===== config.mk =====
export PLATFORM = sky130hd
export DESIGN_NAME = rosi_mul
export DESIGN_NICKNAME = d
export VERILOG_FILES = /design/src/rtl/rosi_pkg.sv /design/src/rtl/rosi_mul.sv
export SDC_FILE = /design/constraint.sdc
export NUM_CORES = 2
export LEC_CHECK = 0
export ABC_AREA = 1
export ABC_CLOCK_PERIOD_IN_PS = 14700
export BUFFER_PORTS_ARGS = -buffer_cell sky130_fd_sc_hd__buf_2
export CAP_MARGIN = 30
export CORE_ASPECT_RATIO = 0.9
export CORE_MARGIN = 10
export CORE_UTILIZATION = 39
export CTS_CLUSTER_DIAMETER = 30
export DETAILED_ROUTE_END_ITERATION = 8
export PLACE_DENSITY = 0.65
export SKIP_LAST_GASP = 1
export SLEW_MARGIN = 5
export SYNTH_ARGS = -nofsm -noshare
export SYNTH_HDL_FRONTEND = slang
export SYNTH_SLANG_ARGS = --single-unit

===== constraint.sdc =====
create_clock -name clk -period 14.7 [get_ports clk]
set_input_delay 4.41 -clock clk [delete_from_list [all_inputs] [get_ports clk]]
set_output_delay 4.41 -clock clk [all_outputs]
set_load 0.005 [all_outputs]

===== src/rtl/rosi_pkg.sv =====
// Shared types, constants and helper functions for the ray versus oriented box slab test.
// No dependencies. All other files of the block use it by scoped names.
package rosi_pkg;

	// Fixed-point format of every coordinate, distance and dot product.
	localparam int COORD_BITS = 32;
	localparam int FRAC_BITS = 16;
	localparam int THR_BITS = 17;
	// Scaled product of two coordinates, and the sum of three of them.
	localparam int PROD_BITS = 48;
	localparam int ACC_BITS = 50;
	// Dividend of the slab distance: dot product plus a box bound.
	localparam int NUM_BITS = COORD_BITS + 1;

	localparam logic signed [COORD_BITS-1:0] COORD_MAX = {1'b0, {(COORD_BITS-1){1'b1}}};
	localparam logic signed [COORD_BITS-1:0] COORD_MIN = {1'b1, {(COORD_BITS-1){1'b0}}};
	localparam logic [THR_BITS-1:0] THR_RESET = 17'd66;

	typedef logic [2:0] slot_t;

	// Vector slots of the store.
	localparam slot_t SLOT_ORIGIN = 3'd0;
	localparam slot_t SLOT_DIR = 3'd1;
	localparam slot_t SLOT_BMIN = 3'd2;
	localparam slot_t SLOT_BMAX = 3'd3;
	localparam slot_t SLOT_AXIS_X = 3'd4;
	localparam slot_t SLOT_POSITION = 3'd7;

	typedef struct packed {
		logic [2:0] req_type;
		logic signed [31:0] comp_x;
		logic signed [31:0] comp_y;
		logic signed [31:0] comp_z;
		logic go;
	} in_item_t;

	typedef struct packed {
		logic hit;
		logic signed [31:0] t_near;
		logic signed [31:0] t_far;
		logic signed [31:0] point_x;
		logic signed [31:0] point_y;
		logic signed [31:0] point_z;
	} out_item_t;

	// Clamp a wide signed value to the coordinate range.
	function automatic logic signed [COORD_BITS-1:0] sat_coord(input logic signed [ACC_BITS-1:0] v);
		logic signed [COORD_BITS-1:0] r;
		if (v > ACC_BITS'(COORD_MAX)) begin
			r = COORD_MAX;
		end else if (v < ACC_BITS'(COORD_MIN)) begin
			r = COORD_MIN;
		end else begin
			r = v[COORD_BITS-1:0];
		end
		return r;
	endfunction

endpackage


===== src/rtl/rosi_mul.sv =====
// Shared fixed-point multiplier: magnitude product scaled down by the fraction bits,
// truncated toward zero, sign restored, result registered. Depends on rosi_pkg.
module rosi_mul (
	input  logic clk,
	input  logic signed [rosi_pkg::COORD_BITS-1:0] a,
	input  logic signed [rosi_pkg::COORD_BITS-1:0] b,
	output logic signed [rosi_pkg::PROD_BITS-1:0] p_s1
);

	logic [rosi_pkg::COORD_BITS-1:0] mag_a;
	logic [rosi_pkg::COORD_BITS-1:0] mag_b;
	logic [2*rosi_pkg::COORD_BITS-1:0] prod;
	logic [rosi_pkg::PROD_BITS-1:0] scaled;

	// Work on magnitudes so that the scaling truncates toward zero.
	always_comb begin
		mag_a = a[rosi_pkg::COORD_BITS-1] ? rosi_pkg::COORD_BITS'(-a) : rosi_pkg::COORD_BITS'(a);
		mag_b = b[rosi_pkg::COORD_BITS-1] ? rosi_pkg::COORD_BITS'(-b) : rosi_pkg::COORD_BITS'(b);
		prod = mag_a * mag_b;
		scaled = prod[rosi_pkg::FRAC_BITS +: rosi_pkg::PROD_BITS];
	end

	// Register the signed product.
	always_ff @(posedge clk) begin
		if (a[rosi_pkg::COORD_BITS-1] ^ b[rosi_pkg::COORD_BITS-1]) begin
			p_s1 <= -$signed(scaled);
		end else begin
			p_s1 <= $signed(scaled);
		end
	end

endmodule


==> results.yml <==
drt:
  viasPerCell: 5.14
  via_count: 33700
  avgRoutedWirePerCell_um: 20.2
  ant_nets: 0
  drtIter0Drc: 3130
  drc: 0
  drt-pass1-iter-count: 8
  routed_wirelength_um: 133000
setup_path:
  cp-end-kind: "flop"
  critPathTopFamily: "adder cells"
  critPathLaunch: "a[0]"
  slowest_stage: "fa_1"
  worst_setup_path_start_kind: "input pin"
  crit_cells: 43
  critPathMaxStageDelay_ns: 0.57
  worstPathArrival_ns: 14.03
  required_ns: 14.90
  cp_max_fo: 12
  critical_path_class: "input pin to flop"
  crit_end: "p_s1[47]"
  cp_common_cell: "nand2_1"
  critPathBufInv: 10
clock_network:
  cts_buffers: 5
  cts_tree: "built"
  cts_max_level: 2
  clock_sinks: 48
  clock_path_buffers: 2
  cts_setup_buffers: 0
  path_clk_slew_ns: 0.07
  cts_root_buf: "clkbuf_16"
global_route:
  antenna_found_initial: 5
  grt.overflow.total: 0
  grt_max_degree: 41
  grt_use_total_pct: 24.5
  grt_pass1_wl_um: 208000
  grt_pass1_vias: 35700
layout:
  nNetsFinal: 6506
  utilization_pct: 43.2
  largest_reg_flops: 48
  reg_top3: "p_s1 x48"
  num-fill-cells: 9906
  area.sequential_um2: 961
  synthToLayoutAreaGrowth_pct: 9.30
  multi_input_area_um2: 31800
  regMostFlops: "p_s1"
  drive_gt1_share_pct: 9.58
  fin_area_um2: 41900
floorplanning:
  io_pins: 113
  dieArea_um2: 111000
  rows: 108
  core_um2: 96900
  start_util_pct: 39.5
  die_width_um: 350
  die_y_um: 317
synth:
  yosysSeqAreaShare_pct: 2.51
  synth_top_area_share_pct: 46.8
  ys.warnings.count: 0
  synth_cell_types: 53
  yosys-top-cells-area: "fa_1 (47%), inv_1 (12%), nand2_1 (11%)"
  avgSynthCellArea_um2: 7.54
  ys.flop_type: "dfxtp_1"
  synth_nets: 6303
  async_reset_ff_share_pct: 0
  yosysMostFrequentCell: "inv_1"
  syn_area_um2: 38300
  yosys-top-cells-count: "inv_1 (1,274), nand2_1 (1,167), fa_1 (895), nor2_1 (678), ha_1 (263)"
  yosysTopAreaCell: "fa_1"
  syn_inst: 5080
  synth_edf_count: 0
  ys_ff_latch: 48
timing:
  setup_viol: 0
  fmax_mhz: 72.3
  worstMarginPinSlew_ns: 1.03
  rsz0062_at_grt: "false"
  period_minus_slack_ns: 13.83
  relSlewSlack_pct: 31.1
  drv_slew: 0
  holdWs_ns: 5.10
  hold_violations: 0
  period_share_pct: 94.1
  finalSetupTns_ns: 0
worst_hold_path:
  hold_class: "input pin to flop"
place:
  dpl_cell_area_um2: 41700
  portBuffers: 112
  gp_congestion: 0.979
  dp_hpwl_um: 115000
job:
  cap_violations: 0
run_status:
  status: "finished clean"
==> placed cells by master (no fill, tap or decap), types with 10 or more instances in the layout <==
cell	count
o21ai_0	63
nor2_1	678
nand4_1	36
nor2_2	30
xor2_1	46
a21oi_1	88
o21bai_1	10
nand2_1	1167
xnor2_1	16
buf_4	253
nand3_1	97
inv_1	1274
fa_1	895
buf_2	112
nand3b_1	14
or2_2	19
clkinv_1	12
nor3_1	29
o21ai_1	12
dfxtp_1	48
ha_1	263
inv_2	15
nand2_2	24
==> metrics by stage <==
stage | setup WS [ns] | std cells
final | 0.869 | 6550
after global placement | 0.650 | 6540
after detailed placement | 0.490 | 6541
after CTS | 0.776 | 6549
after global routing | 0.0611 | 6550
after floorplan | 1.63 | 5080
==> how the worst min path moves through the flow <==
| stage | from | to | cells after the start |
|---|---|---|---|
| global placement | p_s1[28] | p_s1[28] | 1 |
| detailed placement | p_s1[28] | p_s1[28] | 1 |
| floorplan | p_s1[0] | p_s1[0] | 0 |
| finish | a[31] | p_s1[3] | 6 |
| global route | p_s1[8] | p_s1[8] | 1 |
| CTS | a[31] | p_s1[3] | 6 |
==> what timing repair did <==
action,CTS,global route
gates resized for setup,0,1
hold buffers,0,0
endpoints found under the setup margin,0,3
endpoints found under the hold margin,0,0
==> per-layer routing <==
metal  share of wire (%)  vias up  GRT usage [%]
met5               0.024        -              0
met3                 9.5      354           4.12
met1                  39    16700           31.4
li1                    -    14900              -
met4                 5.8        4           11.3
met2                  46     1637           40.4
==> final cells by class <==
type | count | area share [%]
Multi-Input combinational cell | 3559 | 75.9
Inverter | 1302 | 11.7
Timing Repair Buffer | 367 | 5.96
Tap cell | 1265 | 3.78
Sequential cell | 48 | 2.30
Clock buffer | 7 | 0.341
Clock inverter | 1 | 0.0179
Antenna cell | 1 | 0.00598
==> kinds of logic (layout without fill, tap and decap cells) <==
logic type / count (synthesis) / count (layout) / share of synthesized area (%)
compound gates: 191 / 191 / 2.75
fa+ha+maj: 1158 / 1158 / 55.4
other cells: 0 / 1 / 0
buf+inv: 1473 / 1677 / 14.7
flops: 48 / 48 / 2.51
simple gates: 2137 / 2137 / 22.9
xor+xnor: 73 / 73 / 1.73
Power is not shown: default switching activity piles up to over one toggle a cycle in this logic, so the estimate is an artifact.
