File: src/rtl/rosi_pkg.sv
// Shared types, constants and helper functions for the ray versus oriented box slab test.
// No dependencies. All other files of the block use it by scoped names.
package rosi_pkg;

	// Fixed-point format of every coordinate, distance and dot product.
	localparam int COORD_BITS = 32;
	localparam int FRAC_BITS = 16;
	localparam int THR_BITS = 17;
	// Scaled product of two coordinates, and the sum of three of them.
	localparam int PROD_BITS = 48;
	localparam int ACC_BITS = 50;
	// Dividend of the slab distance: dot product plus a box bound.
	localparam int NUM_BITS = COORD_BITS + 1;

	localparam logic signed [COORD_BITS-1:0] COORD_MAX = {1'b0, {(COORD_BITS-1){1'b1}}};
	localparam logic signed [COORD_BITS-1:0] COORD_MIN = {1'b1, {(COORD_BITS-1){1'b0}}};
	localparam logic [THR_BITS-1:0] THR_RESET = 17'd66;

	typedef logic [2:0] slot_t;

	// Vector slots of the store.
	localparam slot_t SLOT_ORIGIN = 3'd0;
	localparam slot_t SLOT_DIR = 3'd1;
	localparam slot_t SLOT_BMIN = 3'd2;
	localparam slot_t SLOT_BMAX = 3'd3;
	localparam slot_t SLOT_AXIS_X = 3'd4;
	localparam slot_t SLOT_POSITION = 3'd7;

	typedef struct packed {
		logic [2:0] req_type;
		logic signed [31:0] comp_x;
		logic signed [31:0] comp_y;
		logic signed [31:0] comp_z;
		logic go;
	} in_item_t;

	typedef struct packed {
		logic hit;
		logic signed [31:0] t_near;
		logic signed [31:0] t_far;
		logic signed [31:0] point_x;
		logic signed [31:0] point_y;
		logic signed [31:0] point_z;
	} out_item_t;

	// Clamp a wide signed value to the coordinate range.
	function automatic logic signed [COORD_BITS-1:0] sat_coord(input logic signed [ACC_BITS-1:0] v);
		logic signed [COORD_BITS-1:0] r;
		if (v > ACC_BITS'(COORD_MAX)) begin
			r = COORD_MAX;
		end else if (v < ACC_BITS'(COORD_MIN)) begin
			r = COORD_MIN;
		end else begin
			r = v[COORD_BITS-1:0];
		end
		return r;
	endfunction

endpackage

File: src/rtl/rosi_div.sv
// Serial fixed-point divider: one quotient bit per cycle, truncated toward zero,
// saturating to the coordinate range. Depends on rosi_pkg.
module rosi_div (
	input  logic clk,
	input  logic arst_n,
	input  logic start,
	input  logic signed [rosi_pkg::NUM_BITS-1:0] num,
	input  logic signed [rosi_pkg::COORD_BITS-1:0] den,
	output logic done,
	output logic signed [rosi_pkg::COORD_BITS-1:0] quo
);

	localparam int QB = rosi_pkg::COORD_BITS - 1;
	localparam int CHK_BITS = rosi_pkg::NUM_BITS + rosi_pkg::FRAC_BITS;

	typedef enum logic [3:0] {
		DV_IDLE = 4'b0001,
		DV_CHK  = 4'b0010,
		DV_RUN  = 4'b0100,
		DV_DONE = 4'b1000
	} div_state_t;

	div_state_t state_q;
	logic [4:0] cnt_q;
	logic [rosi_pkg::NUM_BITS-1:0] n_q;
	logic [rosi_pkg::COORD_BITS-1:0] d_q;
	logic neg_q;
	logic sat_q;
	logic [rosi_pkg::NUM_BITS-1:0] r_q;
	logic [QB-1:0] sh_q;
	logic [QB-1:0] q_q;
	logic ovf;
	logic [rosi_pkg::NUM_BITS-1:0] r_shift;
	logic take;

	// The quotient does not fit when n >= d * 2^(COORD_BITS-1-FRAC_BITS).
	always_comb begin
		ovf = CHK_BITS'(n_q) >=
			(CHK_BITS'(d_q) << (rosi_pkg::COORD_BITS - 1 - rosi_pkg::FRAC_BITS));
		r_shift = {r_q[rosi_pkg::NUM_BITS-2:0], sh_q[QB-1]};
		take = r_shift >= rosi_pkg::NUM_BITS'(d_q);
	end

	// Sequencer: overflow check, then, unless it overflows, one restoring step per cycle.
	always_ff @(posedge clk or negedge arst_n) begin
		if (!arst_n) begin
			state_q <= DV_IDLE;
			cnt_q <= '0;
		end else begin
			unique case (state_q)
				DV_IDLE, DV_DONE: begin
					state_q <= start ? DV_CHK : DV_IDLE;
				end
				DV_CHK: begin
					cnt_q <= '0;
					state_q <= ovf ? DV_DONE : DV_RUN;
				end
				DV_RUN: begin
					cnt_q <= cnt_q + 5'd1;
					if (cnt_q == 5'(QB - 1)) begin
						state_q <= DV_DONE;
					end
				end
				default: state_q <= DV_IDLE;
			endcase
		end
	end

	// Operand and remainder registers.
	always_ff @(posedge clk) begin
		if (start && (state_q == DV_IDLE || state_q == DV_DONE)) begin
			n_q <= num[rosi_pkg::NUM_BITS-1] ? rosi_pkg::NUM_BITS'(-num) : rosi_pkg::NUM_BITS'(num);
			d_q <= den[rosi_pkg::COORD_BITS-1] ? rosi_pkg::COORD_BITS'(-den)
				: rosi_pkg::COORD_BITS'(den);
			neg_q <= num[rosi_pkg::NUM_BITS-1] ^ den[rosi_pkg::COORD_BITS-1];
		end
		if (state_q == DV_CHK) begin
			sat_q <= ovf;
			r_q <= n_q >> (QB - rosi_pkg::FRAC_BITS);
			sh_q <= {n_q[QB-rosi_pkg::FRAC_BITS-1:0], {rosi_pkg::FRAC_BITS{1'b0}}};
			q_q <= '0;
		end
		if (state_q == DV_RUN) begin
			r_q <= take ? r_shift - rosi_pkg::NUM_BITS'(d_q) : r_shift;
			sh_q <= {sh_q[QB-2:0], 1'b0};
			q_q <= {q_q[QB-2:0], take};
		end
	end

	// Result with sign and saturation applied.
	always_comb begin
		done = (state_q == DV_DONE);
		if (sat_q) begin
			quo = neg_q ? rosi_pkg::COORD_MIN : rosi_pkg::COORD_MAX;
		end else if (neg_q) begin
			quo = -$signed({1'b0, q_q});
		end else begin
			quo = $signed({1'b0, q_q});
		end
	end

endmodule
File: config.mk
export PLATFORM = sky130hd
export DESIGN_NAME = rosi_div
export DESIGN_NICKNAME = d
export VERILOG_FILES = /design/src/rtl/rosi_pkg.sv /design/src/rtl/rosi_div.sv
export SDC_FILE = /design/constraint.sdc
export NUM_CORES = 1
export LEC_CHECK = 0
export BUFFER_PORTS_ARGS = -buffer_cell sky130_fd_sc_hd__buf_2
export CORE_MARGIN = 4
export CORE_UTILIZATION = 25
export DETAILED_ROUTE_END_ITERATION = 8
export HOLD_SLACK_MARGIN = 0.05
export PLACE_DENSITY_LB_ADDON = 0.05
export SLEW_MARGIN = 20
export SYNTH_ARGS = -nofsm -noshare
export SYNTH_HDL_FRONTEND = slang
export SYNTH_SLANG_ARGS = --single-unit
File: constraint.sdc
create_clock -name clk -period 25.8 [get_ports clk]
set_clock_uncertainty 0.2 [all_clocks]
set_input_delay 1.29 -clock clk [delete_from_list [all_inputs] [get_ports clk]]
set_output_delay 1.29 -clock clk [all_outputs]
set_load 0.05 [all_outputs]
==> reports/results.tsv <==
stage	metric	value	unit
timing	worst_pin_slew	0.9129	ns
timing	timing.final.crit_share	0.1997	
global_route	grt_max_degree	71	
synth	synth_area	0.01019	mm²
timing	holdWs	0.3055	ns
final_layout	postLayoutCoreUtil	0.2946	
drt	vias	7722	
critical_path	ff2ff_path_depth	13	
pwr	power_density	90.68	mW/mm²
timing	setup-tns-final	0	ns
synth	synth_fa_ha_area_frac	0.06949	
drt	drc	0	
synth	synth_nets	1158	
global_route	overflow	0	
cts	cts_tree	built	
global_route	gr-usage-met3	0.01943	
cts	cts_made_buffers	17	
cts	post_cts_buffers	0	
critical_path	worstSetupStartpointType	flip-flop	
drt	drt_pass1_iterations	5	
die	core.rowCount	73	
placement	dp_worst_setup_slack	21.09	ns
timing	fin_crit	5.154	ns
synth	avgSynthCellArea	9.856	µm²
pwr	p_leak	0.004536	µW
synth	synthCells	1034	
drt	ant_nets	0	
status	status	complete, no violations	
timing	slew_viol_final	0	
cts	clock_latency	0.44	ns
cts	clock-root-buffer	clkbuf_16	
die	core-area	0.04001	mm²
synth	synthXorXnorAreaFrac	0.08508	
cts	cts.path.max_buffers	2	
synth	async_reset_ff_frac	0.05844	
timing	setup_viol_count_final	0	
timing	relSlewSlack	0.3914	
placement	port_buffers	100	
global_route	grtUsageTotal	0.1247	
hold_path	hp-class	reg2reg	
cts	post_cts_resized	0	
global_route	grt_pass1_vias	7750	
critical_path	critical_path_required	24.31	ns
final_layout	layout-drive-gt1-share	0.1374	
die	die-area	0.04406	mm²
cts	cts_htree_levels	4	
drt	drt_iter0_drc	407	
synth	synth_edf_count	145	
synth	ys_warn_count	0	
drt	routed_via_density	4.652	
critical_path	r2r_slack	21.66	ns
global_route	gr-usage-met1	0.1691	
global_route	busiest_layer	met2	
timing	grt_setup_unrepaired	no	
critical_path	arrival	3.66	ns
run	drv_cap	0	
cts	path_clk_slew	0.07	ns
critical_path	end_kind	primary output	
die	ios	101	
synth	synthSimpleGateAreaFrac	0.1876	
critical_path	endpoint	quo[30]	
placement	globalplace.congestion	0.7576	
global_route	grt_pass1_wl	43620	µm
die	start_util	0.2547	
critical_path	reg2reg_to	r_q[0]$_DFFE_PN_	
timing	fmax	194.0	MHz
synth	synth_compound_area_frac	0.1451	
critical_path	timing.rr.start	d_q[1]$_DFFE_PP_	
cts	hold_buffers	0	
synth	synth_flop_cell	edfxtp_1	
synth	ys_ff_latch	154	
drt	wl_per_cell	16.59	µm
critical_path	path_class	reg2out	
synth	yosys.cell_types.count	71	
final_layout	fin_nets	1246	
die	fp.dieH	209.9	µm
final_layout	diodes	0	
timing	finalWorstSetupSlack	20.65	ns
global_route	antenna_found_initial	0	
timing	hold_violations	0	
global_route	grtUsageMet2	0.2075	
synth	ys_seq_area_frac	0.4495	
critical_path	critPathLaunch	q_q[4]$_SDFFCE_PN0N_	
critical_path	path_max_fanout	9	
synth	synth_top_family_by_area	simple AND/OR/NAND/NOR gates	
synth	muxShareOfSynthArea	0.02861	
hold_path	hold_path.startpoint	sh_q[21]$_DFFE_PN_	
final_layout	area_delta_synth_final	15.67	%
final_layout	fill_cells	4286	
drt	routed_wl	27540	µm
cts	cts_num_sinks	154	
die	fp.dieW	209.9	µm
pwr	power.ir.vdd_worst	0.02838	mV
placement	dpl.hpwl	20290	µm
worst max-delay path, cell delays in order (launching register included):
cell	delay (ns)
edfxtp_1	0.50
or4_4	0.60
nor4_4	0.29
nand2_1	0.14
nor3_2	0.18
nand2_1	0.14
or4_1	0.48
or3_1	0.37
a21oi_1	0.15
o22a_1	0.14
buf_2	0.25
worst min path at each step:
stage / end / cells past startpoint
final: sh_q[22]$_DFFE_PN_ / 2
after global routing: sh_q[29]$_DFFE_PN_ / 2
after CTS: sh_q[22]$_DFFE_PN_ / 2
after detailed placement: sh_q[29]$_DFFE_PN_ / 2
after global placement: sh_q[29]$_DFFE_PN_ / 2
after floorplan: state_q[1]$_DFFE_PN0P_ / 1
synth_stat cells, types with 16 or more instances:
library cell / count / area, µm²
clkbuf_1: 32 / 120.1
nor2_1: 64 / 240.2
ha_1: 55 / 688.2
xnor2_1: 74 / 648.1
o21ai_0: 70 / 350.3
o31ai_1: 17 / 127.6
xor2_1: 25 / 219.0
mux2i_1: 28 / 280.3
inv_1: 52 / 195.2
edfxtp_1: 145 / 4354
nor3_1: 17 / 85.08
a21o_1: 26 / 195.2
nand2_1: 150 / 563.0
and2_1: 29 / 181.4
nand3_1: 16 / 80.08
a21oi_1: 44 / 220.2
layout by cell type (no fill, tap or decap), types with 10 or more instances in the layout:
master	count
xor2_1	25
nand4_1	11
nand3_1	16
a21oi_1	44
mux2i_1	28
o311ai_0	10
nor4_1	14
clkbuf_16	17
nor3_1	17
or3_1	14
inv_1	51
o41ai_1	12
nand2_1	150
buf_2	100
a21o_1	26
o31ai_1	17
and2_1	29
edfxtp_1	145
ha_1	55
nor2_1	64
nand2b_1	12
o21ai_0	70
xnor2_1	74
per-layer routing:
layer	part of all wire	routed length, µm
met1	0.49	13460
met4	0.013	363
met2	0.48	13150
met5	0	0
met3	0.020	563
cells by family (layout without fill, tap and decap cells):
group | Yosys count | in the layout
adders and majority gates | 56 | 56
AOI/OAI and AO/OA | 227 | 227
buffers and inverters | 91 | 192
DFF | 154 | 154
and+or+nand+nor | 378 | 378
muxes | 29 | 29
xor gates and xnor gates | 99 | 99
flip-flops by register name, summed over array words and instances (netlist names):
name and flops:
n_q 33, sh_q 15, state_q 4, neg_q 1, q_q 31, sat_q 1, d_q 32, cnt_q 5
r_q 32
final cells by class:
cell class,count,area (µm²),share of cell area
sequential,154,4581,0.3886
clock buffer,23,447.9,0.03800
tap,525,656.9,0.05573
inverter,52,196.4,0.01666
timing repair buffer,108,560.5,0.04755
clock inverter,9,75.07,0.006369
multi-input combinational,789,5270,0.4471
stage by stage:
step,area (µm²),cells,power [µW]
finish,11790,1660,1069
global route,11790,1660,1147
global placement,11260,1628,852.6
CTS,11790,1660,1092
detailed placement,11260,1628,848.9
floorplan,10190,1034,725.6
where the power goes:
part           total [µW]  internal [µW]  switching [µW]
clock network         235            131             104
logic                 443            156             287
registers             391            352            38.8
(Power assumes the default switching activity.)
